==> config.mk <==
export PLATFORM = sky130hd
export DESIGN_NAME = flow_packet_generator_dispatch
export DESIGN_NICKNAME = d
export VERILOG_FILES = /design/src/sv/fpgd_pkg.sv /design/src/sv/fpgd_front.sv /design/src/sv/fpgd_queue.sv /design/src/sv/fpgd_back.sv /design/src/sv/flow_packet_generator_dispatch.sv
export SDC_FILE = /design/constraint.sdc
export NUM_CORES = 2
export LEC_CHECK = 0
export ABC_AREA = 1
export BUFFER_PORTS_ARGS = -buffer_cell sky130_fd_sc_hd__buf_2
export CAP_MARGIN = 20
export CORE_ASPECT_RATIO = 0.5
export CORE_MARGIN = 2
export CORE_UTILIZATION = 25
export CTS_CLUSTER_DIAMETER = 100
export DETAILED_ROUTE_END_ITERATION = 10
export PLACE_DENSITY = 0.49
export SLEW_MARGIN = 15
export SYNTH_ARGS = -nofsm -noshare
export SYNTH_HDL_FRONTEND = slang
export SYNTH_SLANG_ARGS = --single-unit
==> constraint.sdc <==
create_clock -name clk -period 7.9 [get_ports clk]
set_clock_uncertainty 0.15 [all_clocks]
set_input_delay 1.58 -clock clk [delete_from_list [all_inputs] [get_ports clk]]
set_output_delay 1.58 -clock clk [all_outputs]
set_load 0.02 [all_outputs]
==> src/sv/fpgd_pkg.sv <==
// shared types and constants for the packet descriptor generator
// used by every module of the block; no dependencies
package fpgd_pkg;

  // build-time defaults handed to the top level
  localparam int FLOWS_PER_SOURCE = 8;
  localparam int MAX_QUEUES       = 8;
  localparam int QUEUE_SLOTS      = 2048;

  // generator arithmetic
  localparam logic [31:0] LCG_MUL = 32'd214013;
  localparam logic [31:0] LCG_ADD = 32'd2531011;
  localparam logic [13:0] LEN_BASE = 14'd64;

  // field widths
  localparam int LEN_W    = 14;
  localparam int FLOW_W   = 7;
  localparam int SUB_W    = 3;
  localparam int SEQ_W    = 32;
  localparam int QUEUE_W  = 3;
  localparam int SLOT_W   = $clog2(QUEUE_SLOTS);
  localparam int POS_W    = 14;   // partition positions up to 7*2047+2046
  localparam int PSIZE_W  = 11;
  localparam int NUM_SUBFLOWS = 8;

  // stream data widths, padded to whole bytes
  localparam int IN_DATA_W  = 8;
  localparam int OUT_FIELDS_W = LEN_W + FLOW_W + SEQ_W + QUEUE_W + SLOT_W;
  localparam int OUT_DATA_W = ((OUT_FIELDS_W + 7) / 8) * 8;

  // queue between front and back
  localparam int FIFO_DEPTH = 2;

  // configuration register indexes
  typedef enum logic [2:0] {
    REG_LENGTH_SEED     = 3'd0,
    REG_FLOW_SEED       = 3'd1,
    REG_SOURCE_COUNT    = 3'd2,
    REG_QUEUE_COUNT     = 3'd3,
    REG_SOURCE_NUMBER   = 3'd4,
    REG_PARTITION_SLOTS = 3'd5
  } cfg_reg_t;

  // classification settings used by the front
  typedef struct packed {
    logic [3:0] source_count;
    logic [3:0] queue_count;
    logic [2:0] source_number;
  } cls_cfg_t;

  // generator seed loads
  typedef struct packed {
    logic        len_load;
    logic        flow_load;
    logic [31:0] value;
  } seed_wr_t;

  // partition settings used by the back
  typedef struct packed {
    logic             reload;
    logic [POS_W-1:0] reload_start;
    logic [POS_W-1:0] start;
    logic [POS_W-1:0] last;
  } slot_cfg_t;

  // one classified item between front and back
  typedef struct packed {
    logic [LEN_W-1:0]   len;
    logic [FLOW_W-1:0]  flow;
    logic [SUB_W-1:0]   sub;
    logic [QUEUE_W-1:0] queue;
  } desc_t;

endpackage

==> src/sv/fpgd_front.sv <==
// front end: accepts tick items, runs both generators and picks the queue
// depends on fpgd_pkg
module fpgd_front #(
  parameter int FLOWS_PER_SOURCE = fpgd_pkg::FLOWS_PER_SOURCE,
  parameter int MAX_QUEUES       = fpgd_pkg::MAX_QUEUES
) (
  input  logic                clk,
  input  logic                rst_n,
  input  fpgd_pkg::cls_cfg_t  cls_cfg,
  input  fpgd_pkg::seed_wr_t  seed_wr,
  input  logic                in_tvalid,
  output logic                in_tready,
  input  logic                tick,
  input  logic                fifo_full,
  output logic                push,
  output fpgd_pkg::desc_t     push_desc
);

  logic [31:0] len_state_r, len_state_nxt;
  logic [31:0] flow_state_r, flow_state_nxt;
  logic [31:0] len_step, flow_step;
  logic [fpgd_pkg::SUB_W-1:0]  sub;
  logic [fpgd_pkg::FLOW_W-1:0] flow;
  logic [3:0] mask;
  logic [3:0] qc;
  logic [3:0] q_raw;
  logic       fire;

  assign in_tready = !fifo_full;
  assign fire      = in_tvalid && in_tready && tick;
  assign push      = fire;

  // next generator values
  assign len_step  = fpgd_pkg::LCG_MUL * len_state_r + fpgd_pkg::LCG_ADD;
  assign flow_step = fpgd_pkg::LCG_MUL * flow_state_r + fpgd_pkg::LCG_ADD;

  // flow number from the sub-flow and the source offset
  assign sub  = flow_step[18:16];
  assign flow = fpgd_pkg::FLOW_W'({4'b0, sub})
              + fpgd_pkg::FLOW_W'(fpgd_pkg::FLOW_W'(cls_cfg.source_number)
                                  * fpgd_pkg::FLOW_W'(FLOWS_PER_SOURCE))
              + fpgd_pkg::FLOW_W'(1);

  // queue mask from source count, queue count clamped to the available queues
  always_comb begin
    if (cls_cfg.source_count >= 4'd7) mask = 4'd15;
    else if (cls_cfg.source_count >= 4'd5) mask = 4'd7;
    else if (cls_cfg.source_count >= 4'd3) mask = 4'd3;
    else mask = 4'd1;

    if (cls_cfg.queue_count == 4'd0) qc = 4'd1;
    else if (cls_cfg.queue_count > 4'(MAX_QUEUES)) qc = 4'(MAX_QUEUES);
    else qc = cls_cfg.queue_count;
  end

  // out-of-range queue falls back to queue zero
  always_comb begin
    q_raw = flow[3:0] & mask;
    if (q_raw > (qc - 4'd1)) q_raw = 4'd0;
  end

  always_comb begin
    push_desc.len   = fpgd_pkg::LEN_W'({1'b0, len_step[28:16]}) + fpgd_pkg::LEN_BASE;
    push_desc.flow  = flow;
    push_desc.sub   = sub;
    push_desc.queue = q_raw[fpgd_pkg::QUEUE_W-1:0];
  end

  // generator state: seed loads win, otherwise step on each tick
  always_comb begin
    len_state_nxt  = len_state_r;
    flow_state_nxt = flow_state_r;
    if (fire) begin
      len_state_nxt  = len_step;
      flow_state_nxt = flow_step;
    end
    if (seed_wr.len_load) len_state_nxt = seed_wr.value;
    if (seed_wr.flow_load) flow_state_nxt = seed_wr.value;
  end

  always_ff @(posedge clk) begin
    if (!rst_n) begin
      len_state_r  <= 32'd1;
      flow_state_r <= 32'd1;
    end else begin
      len_state_r  <= len_state_nxt;
      flow_state_r <= flow_state_nxt;
    end
  end

endmodule

==> src/sv/fpgd_queue.sv <==
// short descriptor queue between front and back
// depends on fpgd_pkg
module fpgd_queue (
  input  logic             clk,
  input  logic             rst_n,
  input  logic             push,
  input  fpgd_pkg::desc_t  push_desc,
  input  logic             pop,
  output fpgd_pkg::desc_t  head_desc,
  output logic             empty,
  output logic             full
);

  localparam int PTR_W = (fpgd_pkg::FIFO_DEPTH > 1) ? $clog2(fpgd_pkg::FIFO_DEPTH) : 1;
  localparam int CNT_W = $clog2(fpgd_pkg::FIFO_DEPTH + 1);

  fpgd_pkg::desc_t entries_r [fpgd_pkg::FIFO_DEPTH];
  logic [PTR_W-1:0] wr_ptr_r, wr_ptr_nxt;
  logic [PTR_W-1:0] rd_ptr_r, rd_ptr_nxt;
  logic [CNT_W-1:0] count_r, count_nxt;

  assign empty     = (count_r == CNT_W'(0));
  assign full      = (count_r == CNT_W'(fpgd_pkg::FIFO_DEPTH));
  assign head_desc = entries_r[rd_ptr_r];

  // pointer and fill bookkeeping
  always_comb begin
    wr_ptr_nxt = wr_ptr_r;
    rd_ptr_nxt = rd_ptr_r;
    count_nxt  = count_r;
    if (push) begin
      wr_ptr_nxt = (wr_ptr_r == PTR_W'(fpgd_pkg::FIFO_DEPTH - 1)) ? '0 : wr_ptr_r + PTR_W'(1);
    end
    if (pop) begin
      rd_ptr_nxt = (rd_ptr_r == PTR_W'(fpgd_pkg::FIFO_DEPTH - 1)) ? '0 : rd_ptr_r + PTR_W'(1);
    end
    if (push && !pop) count_nxt = count_r + CNT_W'(1);
    else if (pop && !push) count_nxt = count_r - CNT_W'(1);
  end

  always_ff @(posedge clk) begin
    if (!rst_n) begin
      wr_ptr_r <= '0;
      rd_ptr_r <= '0;
      count_r  <= '0;
    end else begin
      wr_ptr_r <= wr_ptr_nxt;
      rd_ptr_r <= rd_ptr_nxt;
      count_r  <= count_nxt;
    end
  end

  // storage
  always_ff @(posedge clk) begin
    if (push) entries_r[wr_ptr_r] <= push_desc;
  end

endmodule

==> src/sv/fpgd_back.sv <==
// back end: per-sub-flow sequence counters, per-queue write slots, output register
// depends on fpgd_pkg
module fpgd_back #(
  parameter int MAX_QUEUES = fpgd_pkg::MAX_QUEUES
) (
  input  logic                              clk,
  input  logic                              rst_n,
  input  fpgd_pkg::slot_cfg_t               slot_cfg,
  input  fpgd_pkg::desc_t                   head_desc,
  input  logic                              empty,
  output logic                              pop,
  output logic                              out_tvalid,
  input  logic                              out_tready,
  output logic [fpgd_pkg::LEN_W-1:0]        out_len,
  output logic [fpgd_pkg::FLOW_W-1:0]       out_flow,
  output logic [fpgd_pkg::SEQ_W-1:0]        out_seq,
  output logic [fpgd_pkg::QUEUE_W-1:0]      out_queue,
  output logic [fpgd_pkg::SLOT_W-1:0]       out_slot
);

  localparam int QIDX_W = (MAX_QUEUES > 1) ? $clog2(MAX_QUEUES) : 1;

  logic [fpgd_pkg::SEQ_W-1:0] seq_cnt_r [fpgd_pkg::NUM_SUBFLOWS];
  logic [fpgd_pkg::POS_W-1:0] slot_r [MAX_QUEUES];
  logic                       out_valid_r, out_valid_nxt;
  logic [fpgd_pkg::LEN_W-1:0]   len_r;
  logic [fpgd_pkg::FLOW_W-1:0]  flow_r;
  logic [fpgd_pkg::SEQ_W-1:0]   seq_r;
  logic [fpgd_pkg::QUEUE_W-1:0] queue_r;
  logic [fpgd_pkg::SLOT_W-1:0]  wslot_r;

  logic [QIDX_W-1:0]            qi;
  logic [fpgd_pkg::SEQ_W-1:0]   seq_cur;
  logic [fpgd_pkg::POS_W-1:0]   slot_cur;
  logic [fpgd_pkg::POS_W:0]     slot_inc;
  logic [fpgd_pkg::POS_W-1:0]   slot_nxt;

  // take the head item when the output register is free or draining
  assign pop = !empty && (!out_valid_r || out_tready);

  assign qi       = head_desc.queue[QIDX_W-1:0];
  assign seq_cur  = seq_cnt_r[head_desc.sub];
  assign slot_cur = slot_r[qi];

  // slot walks through the partition and wraps to its start
  assign slot_inc = {1'b0, slot_cur} + (fpgd_pkg::POS_W + 1)'(1);
  assign slot_nxt = (slot_inc > {1'b0, slot_cfg.last}) ? slot_cfg.start
                                                       : slot_inc[fpgd_pkg::POS_W-1:0];

  always_comb begin
    out_valid_nxt = out_valid_r;
    if (pop) out_valid_nxt = 1'b1;
    else if (out_tready) out_valid_nxt = 1'b0;
  end

  // per-sub-flow counters
  always_ff @(posedge clk) begin
    if (!rst_n) begin
      for (int i = 0; i < fpgd_pkg::NUM_SUBFLOWS; i++) seq_cnt_r[i] <= '0;
    end else if (pop) begin
      seq_cnt_r[head_desc.sub] <= seq_cur + fpgd_pkg::SEQ_W'(1);
    end
  end

  // per-queue write slots, reloaded when the partition changes
  always_ff @(posedge clk) begin
    if (!rst_n) begin
      for (int i = 0; i < MAX_QUEUES; i++) slot_r[i] <= '0;
    end else if (slot_cfg.reload) begin
      for (int i = 0; i < MAX_QUEUES; i++) slot_r[i] <= slot_cfg.reload_start;
    end else if (pop) begin
      slot_r[qi] <= slot_nxt;
    end
  end

  // output register
  always_ff @(posedge clk) begin
    if (!rst_n) begin
      out_valid_r <= 1'b0;
    end else begin
      out_valid_r <= out_valid_nxt;
    end
  end

  always_ff @(posedge clk) begin
    if (pop) begin
      len_r   <= head_desc.len;
      flow_r  <= head_desc.flow;
      seq_r   <= seq_cur;
      queue_r <= head_desc.queue;
      wslot_r <= slot_cur[fpgd_pkg::SLOT_W-1:0];
    end
  end

  assign out_tvalid = out_valid_r;
  assign out_len    = len_r;
  assign out_flow   = flow_r;
  assign out_seq    = seq_r;
  assign out_queue  = queue_r;
  assign out_slot   = wslot_r;

endmodule

==> src/sv/flow_packet_generator_dispatch.sv <==
// top level of the packet descriptor generator: configuration registers,
// front end, descriptor queue and back end; depends on fpgd_pkg and all fpgd_ modules
//
// Usage:
//  - in_* channel: one item per tick request; tick is in_tdata[0]. An item with
//    tick low is taken and dropped without advancing anything.
//  - out_* channel: one packet descriptor per tick item, in order.
//  - cfg_* port: write enable, register index and data; the write lands at the
//    clock edge with cfg_wr_en high. Seed writes reload the generators, source
//    number and partition writes reload all queue write slots. Write only while idle.
// Path: an accepted tick item enters the descriptor queue, then the output register.
// Throughput: one item per cycle sustained while out_tready stays high; the generator
//  step (one constant multiply and add per generator) and the counter/slot update are
//  combinational in front of their registers.
// Reset: rst_n low empties the queue, clears out_tvalid, loads both generator
//  states with 1, all sequence counters with 0, all write slots with 0, and the
//  registers with their defaults.
// Stall: while out_tready is low the output register holds; the two-entry queue
//  keeps taking items until it fills, then in_tready drops.
module flow_packet_generator_dispatch #(
  parameter int FLOWS_PER_SOURCE = fpgd_pkg::FLOWS_PER_SOURCE,
  parameter int MAX_QUEUES       = fpgd_pkg::MAX_QUEUES
) (
  input  logic                               clk,
  input  logic                               rst_n,
  // in_tdata: [0] tick, rest zero
  input  logic                               in_tvalid,
  output logic                               in_tready,
  input  logic [fpgd_pkg::IN_DATA_W-1:0]     in_tdata,
  // out_tdata: [13:0] packet_length, [20:14] flow_id, [52:21] sequence_number,
  //            [55:53] target_queue, [66:56] write_slot, rest zero
  output logic                               out_tvalid,
  input  logic                               out_tready,
  output logic [fpgd_pkg::OUT_DATA_W-1:0]    out_tdata,
  input  logic                               cfg_wr_en,
  input  logic [2:0]                         cfg_idx,
  input  logic [31:0]                        cfg_wdata
);

  localparam int OUT_PAD_W = fpgd_pkg::OUT_DATA_W - fpgd_pkg::OUT_FIELDS_W;

  fpgd_pkg::cls_cfg_t  cls_cfg_r, cls_cfg_nxt;
  logic [fpgd_pkg::PSIZE_W-1:0] psize_r, psize_nxt;
  logic [fpgd_pkg::PSIZE_W-1:0] psize_eff;
  logic [fpgd_pkg::POS_W-1:0]   start_r, start_nxt;
  logic [fpgd_pkg::POS_W-1:0]   last_r, last_nxt;
  logic                         reload;
  fpgd_pkg::seed_wr_t  seed_wr;
  fpgd_pkg::slot_cfg_t slot_cfg;
  fpgd_pkg::desc_t     push_desc, head_desc;
  logic push, pop, fifo_empty, fifo_full;

  logic [fpgd_pkg::LEN_W-1:0]   out_len;
  logic [fpgd_pkg::FLOW_W-1:0]  out_flow;
  logic [fpgd_pkg::SEQ_W-1:0]   out_seq;
  logic [fpgd_pkg::QUEUE_W-1:0] out_queue;
  logic [fpgd_pkg::SLOT_W-1:0]  out_slot;

  // register write decode
  always_comb begin
    cls_cfg_nxt       = cls_cfg_r;
    psize_nxt         = psize_r;
    reload            = 1'b0;
    seed_wr.len_load  = 1'b0;
    seed_wr.flow_load = 1'b0;
    seed_wr.value     = cfg_wdata;
    if (cfg_wr_en) begin
      unique case (fpgd_pkg::cfg_reg_t'(cfg_idx))
        fpgd_pkg::REG_LENGTH_SEED:   seed_wr.len_load = 1'b1;
        fpgd_pkg::REG_FLOW_SEED:     seed_wr.flow_load = 1'b1;
        fpgd_pkg::REG_SOURCE_COUNT:  cls_cfg_nxt.source_count = cfg_wdata[3:0];
        fpgd_pkg::REG_QUEUE_COUNT:   cls_cfg_nxt.queue_count = cfg_wdata[3:0];
        fpgd_pkg::REG_SOURCE_NUMBER: begin
          cls_cfg_nxt.source_number = cfg_wdata[2:0];
          reload = 1'b1;
        end
        fpgd_pkg::REG_PARTITION_SLOTS: begin
          psize_nxt = cfg_wdata[fpgd_pkg::PSIZE_W-1:0];
          reload = 1'b1;
        end
        default: ;
      endcase
    end
  end

  // partition bounds from the new settings
  assign psize_eff = (psize_nxt == '0) ? fpgd_pkg::PSIZE_W'(1) : psize_nxt;
  assign start_nxt = fpgd_pkg::POS_W'(fpgd_pkg::POS_W'(cls_cfg_nxt.source_number)
                                      * fpgd_pkg::POS_W'(psize_eff));
  assign last_nxt  = start_nxt + fpgd_pkg::POS_W'(psize_eff) - fpgd_pkg::POS_W'(1);

  always_ff @(posedge clk) begin
    if (!rst_n) begin
      cls_cfg_r.source_count  <= 4'd1;
      cls_cfg_r.queue_count   <= 4'd1;
      cls_cfg_r.source_number <= 3'd0;
      psize_r                 <= fpgd_pkg::PSIZE_W'(1024);
      start_r                 <= '0;
      last_r                  <= fpgd_pkg::POS_W'(1023);
    end else begin
      cls_cfg_r <= cls_cfg_nxt;
      psize_r   <= psize_nxt;
      start_r   <= start_nxt;
      last_r    <= last_nxt;
    end
  end

  always_comb begin
    slot_cfg.reload       = reload;
    slot_cfg.reload_start = start_nxt;
    slot_cfg.start        = start_r;
    slot_cfg.last         = last_r;
  end

  fpgd_front #(
    .FLOWS_PER_SOURCE (FLOWS_PER_SOURCE),
    .MAX_QUEUES       (MAX_QUEUES)
  ) u_front (
    .clk       (clk),
    .rst_n     (rst_n),
    .cls_cfg   (cls_cfg_r),
    .seed_wr   (seed_wr),
    .in_tvalid (in_tvalid),
    .in_tready (in_tready),
    .tick      (in_tdata[0]),
    .fifo_full (fifo_full),
    .push      (push),
    .push_desc (push_desc)
  );

  fpgd_queue u_queue (
    .clk       (clk),
    .rst_n     (rst_n),
    .push      (push),
    .push_desc (push_desc),
    .pop       (pop),
    .head_desc (head_desc),
    .empty     (fifo_empty),
    .full      (fifo_full)
  );

  fpgd_back #(
    .MAX_QUEUES (MAX_QUEUES)
  ) u_back (
    .clk        (clk),
    .rst_n      (rst_n),
    .slot_cfg   (slot_cfg),
    .head_desc  (head_desc),
    .empty      (fifo_empty),
    .pop        (pop),
    .out_tvalid (out_tvalid),
    .out_tready (out_tready),
    .out_len    (out_len),
    .out_flow   (out_flow),
    .out_seq    (out_seq),
    .out_queue  (out_queue),
    .out_slot   (out_slot)
  );

  // pack result fields, lowest first
  assign out_tdata = {{OUT_PAD_W{1'b0}}, out_slot, out_queue, out_seq, out_flow, out_len};

endmodule
Word-level counts from Yosys, hierarchy flattened. Memory sizes are Yosys's and may differ from the RTL's. A register that Yosys moved wholly into a read port is not among the register bits. Cells that the tools add are included. Widths: inputs -> output; s select.

Output and inout bits: 74. Memories: 3. Logic and storage cells: 137. Flip-flop bits (word level): 186. RAM bits: 422. Input bits: 48.

$lt $le $gt $ge: 6. Reduce and logical (&&, ||, !) cells: 24. Mux-type cells: 55. Bitwise logic cells: 9. $mul: 3. Equal/unequal tests: 6. $add $sub $neg: 14.

Memory list: u_back.seq_cnt_r (depth 8, width 32, rd ports 1, clocked after Yosys merged registers in 0, write ports 8, RTL line fpgd_back.sv:23) `logic [fpgd_pkg::SEQ_W-1:0] seq_cnt_r [fpgd_pkg::NUM_SUBFLOWS];`; u_back.slot_r (depth 8, width 14, rd ports 1, clocked after Yosys merged registers in 0, write ports 8, RTL line fpgd_back.sv:24) `logic [fpgd_pkg::POS_W-1:0] slot_r [MAX_QUEUES];`; u_queue.entries_r (depth 2, width 27, rd ports 1, clocked after Yosys merged registers in 1, write ports 1, RTL line fpgd_queue.sv:17) `fpgd_pkg::desc_t entries_r [fpgd_pkg::FIFO_DEPTH];`.

Operators by type and width (number): $mux 32 (5); $mux 14 (10); $add 32x22->32 const B (2); $mul 18x32->32 const A (2); $mux 11 (3); $add 32x1->32 const B (1); $reduce_or 32->1 (1); $mux 1 (24); $mux 4 (4); $add 14x1->15 const B (1); $gt 15x14->1 (1); $mux 3 (5); $add 13x7->14 const B (1); $add 14x11->14 (1); $mul 3x11->14 (1); $reduce_or 14->1 (1); $sub 14x1->14 const B (1); $logic_not 11->1 (1); $ge 4x3->1 const B (2); $mux 2 (4); $or 1x1->1 (8); $reduce_bool 2->1 (4); $add 3x6->7 (1); $add 7x1->7 const B (1); 20 further kinds (32).

Longest topological paths before layout.
Word-level depth: 9. Gate-level depth with buffers: 34.

Modules after synthesis. Synthesis repeated with hierarchy kept, for this count alone.

Cells, all modules: 4608. Area, all modules: 41244.6 um2.

By module, submodules not included: fpgd_back (cells an instance 2300, area each 21765.9 um2, instances 1); fpgd_front (cells an instance 1705, area each 13750.7 um2, instances 1); flow_packet_generator_dispatch (cells an instance 484, area each 3448.3 um2, instances 1); fpgd_queue (cells an instance 119, area each 2279.7 um2, instances 1).

Worst setup path before layout. Ideal clock, no wire load.

Kind: input -> register. Start point: input port out_tready. End point: memory u_back.seq_cnt_r[6][0] (netlist name) (enable). Setup slack: 0.278 ns. Buffers on the path: 1. Library setup time: 0.389 ns. Arrival: 7.082 ns. Stages: 9. Path through: nor2_1 a21oi_1 inv_1 nor2_1 inv_1 nor2_1 inv_1 clkbuf_1 nand2_1.

RTL lines: from (decl) (RTL line flow_packet_generator_dispatch.sv:33) `input logic out_tready,`; to (decl) (RTL line fpgd_back.sv:23).

==> qor.yml <==
worstHoldStart: "u_queue.rd_ptr_r"
relSlewSlack: 0.247
rows: 103
yosys.area.top_type: "edfxtp_1"
drc: 0
cts.path.max_buffers: 3
r2r_start: "u_front.flow_state_r[1]"
post_cts_buffers: 0
drtPass1Iterations: 6
grt_pass1_wl_um: 183000
clkLatencyLatePin_ns: 0.65
num-fill-cells: 16700
dieHeight_um: 286
cp-start-kind: "register"
status: "finished, final reports clean"
cts_max_level: 3
drt_iter0_drc: 2188
portBuffers: 106
drt-vias-per-instance: 4.51
ys_seq_elements: 593
via_count: 30100
worst-setup-path-type: "reg -> reg"
ys_seq_area_frac: 0.420
top_layer: "met4"
cp.arrival_ns: 7.39
yosysUniqueCellTypes: 62
holdWs_ns: 0.318
synthCells: 4410
cts_buffers: 66
max_cap_violations: 0
place_congestion: 0.863
fmax_ghz: 0.139
period_share: 0.908
synth_area_leaders: "edfxtp_1, fa_1, nand2_1, ha_1, inv_1"
core_area_sq_um: 158000
cts_tree: "yes"
ant_nets: 0
grt_usage: 0.146
period_needed_ns: 7.17
mostFrequentLayoutCell: "nand2_1"
cp_top_family: "adder cells"
met3_length_um: 5530
min_path_type: "reg -> reg"
worst_path_largest_cell_delay_ns: 0.62
synth_warnings: 0
yosysTopAreaCellShare: 0.368
cp.buffers_inverters: 7
clk_pin_slew_worst_paths_ns: 0.06
io_pins: 122
cts_root_buffer: "clkbuf_16"
worstMarginPinSlew_ns: 1.13
wl_met1_um: 54000
cts.sinks: 593
finalSetupTns_ns: 0
rsz0062_at_grt: "false"
grt_start_max_net_pins: 70
dp_hpwl_um: 84000
layout_common_cells: "nand2_1, inv_1, edfxtp_1, nor2_1, a21oi_1"
met2_length_um: 57300
critPathMaxFanout: 7
crit_top_cell: "inv_1"
startpoint: "u_front.flow_state_r[1]"
drive_gt1_frac: 0.0883
die_area_sq_um: 163000
setup_violations: 0
slowest_stage: "fa_1"
cts-hold-fix-buffers: 0
area_growth_pct: 13.1
wirelength_um: 119000
end_kind: "register"
start_util: 0.252
grt_pass1_vias: 30100
final_max_slew_viol_count: 0
antenna_found_initial: 3
drt-wirelength-per-cell_um: 17.8
fin_util: 0.285
cts_resized: 0
synth_edf_count: 489
cp.required_ns: 8.12
async_flop_share: 0
final_nets: 5071
synth-main-ff-cell: "edfxtp_1"
grt_overflow: 0
hold_viol: 0
syn_area_per_cell_sq_um: 9.04
netlist_area_sq_um: 39900
die_x_um: 569
==> cells by family after synthesis <==
group                    after synthesis  share of synthesized area
AO/OA/AOI/OAI                        497                     0.0678
XOR/XNOR                             103                     0.0232
adder cells (fa/ha/maj)              500                      0.203
buffers and inverters                804                     0.0809
flip-flops                           593                      0.420
other                                  2                   0.000188
AND/OR/NAND/NOR                     1911                      0.204
==> path summary, 6_finish.rpt <==
| kind | end | slack [ns] | cells past startpoint |
|---|---|---|---|
| min reg2reg | register | 0.32 | 1 |
| min | register | 0.32 | 1 |
| max reg2reg | u_queue.entries_r[0][1] | 0.73 | 29 |
| max | u_queue.entries_r[0][1] | 0.73 | 29 |
==> area by class of cell <==
type	count	area, sq um	share of cell area
diodes	5	12.5	0.000277
clock buffers	84	1770	0.0393
clock inverters	35	430	0.00954
inverters	682	2570	0.0570
multi-input cells	3017	20000	0.442
flip-flops and latches	593	16800	0.372
well taps	2100	2630	0.0583
repair buffers	163	971	0.0215
==> cell usage after synthesis, drive strengths merged, types with 25 or more instances <==
cell type / number
nand2: 1209
inv: 675
edfxtp: 489
nor2: 384
a21oi: 291
ha: 253
fa: 247
nand3: 219
o21ai: 115
dfxtp: 104
clkbuf: 63
xor2: 61
buf: 59
xnor2: 42
a31oi: 36
nand4: 25
==> stage by stage <==
step                setup slack [ns]  area, sq um  instances
finish                         0.727        45100       6679
global route                   0.194        45100       6675
CTS                            0.719        45100       6674
detailed placement             0.580        42900       6555
global placement               0.526        42900       6554
floorplan                      0.278        39900       4414
==> sequential cells by signal, indices dropped and copies added (netlist names), named ones only <==
name / cells
u_back.out_tvalid: 1
psize_r: 11
start_r: 14
u_back.seq_cnt_r: 256
u_queue.entries_r: 54
u_back.out_queue: 3
u_back.out_flow: 7
u_back.out_seq: 32
last_r: 14
u_back.out_len: 14
cls_cfg_r: 11
u_front.flow_state_r: 19
u_queue.count_r: 2
u_back.out_slot: 11
u_back.slot_r: 112
u_queue.wr_ptr_r: 1
u_queue.rd_ptr_r: 1
u_front.len_state_r: 29
==> layer usage <==
metal  vias to the layer above  track usage
li1                      14500            -
met1                     14700        0.197
met2                       741        0.250
met3                       153       0.0166
met4                         0       0.0365
met5                         -            0
==> worst register-to-register path, delay by kind of cell, from the launching register on <==
kind / cells / cell delay [ns]
fa+ha+maj: 8 / 3.32
flops: 1 / 0.44
xor+xnor: 1 / 0.21
compound gates: 5 / 1.37
buf+inv: 7 / 0.46
simple gates: 8 / 0.97
Power is left out: the tool's default activity adds up to more than one toggle a clock period on the data nets, which glitch-free logic cannot reach.
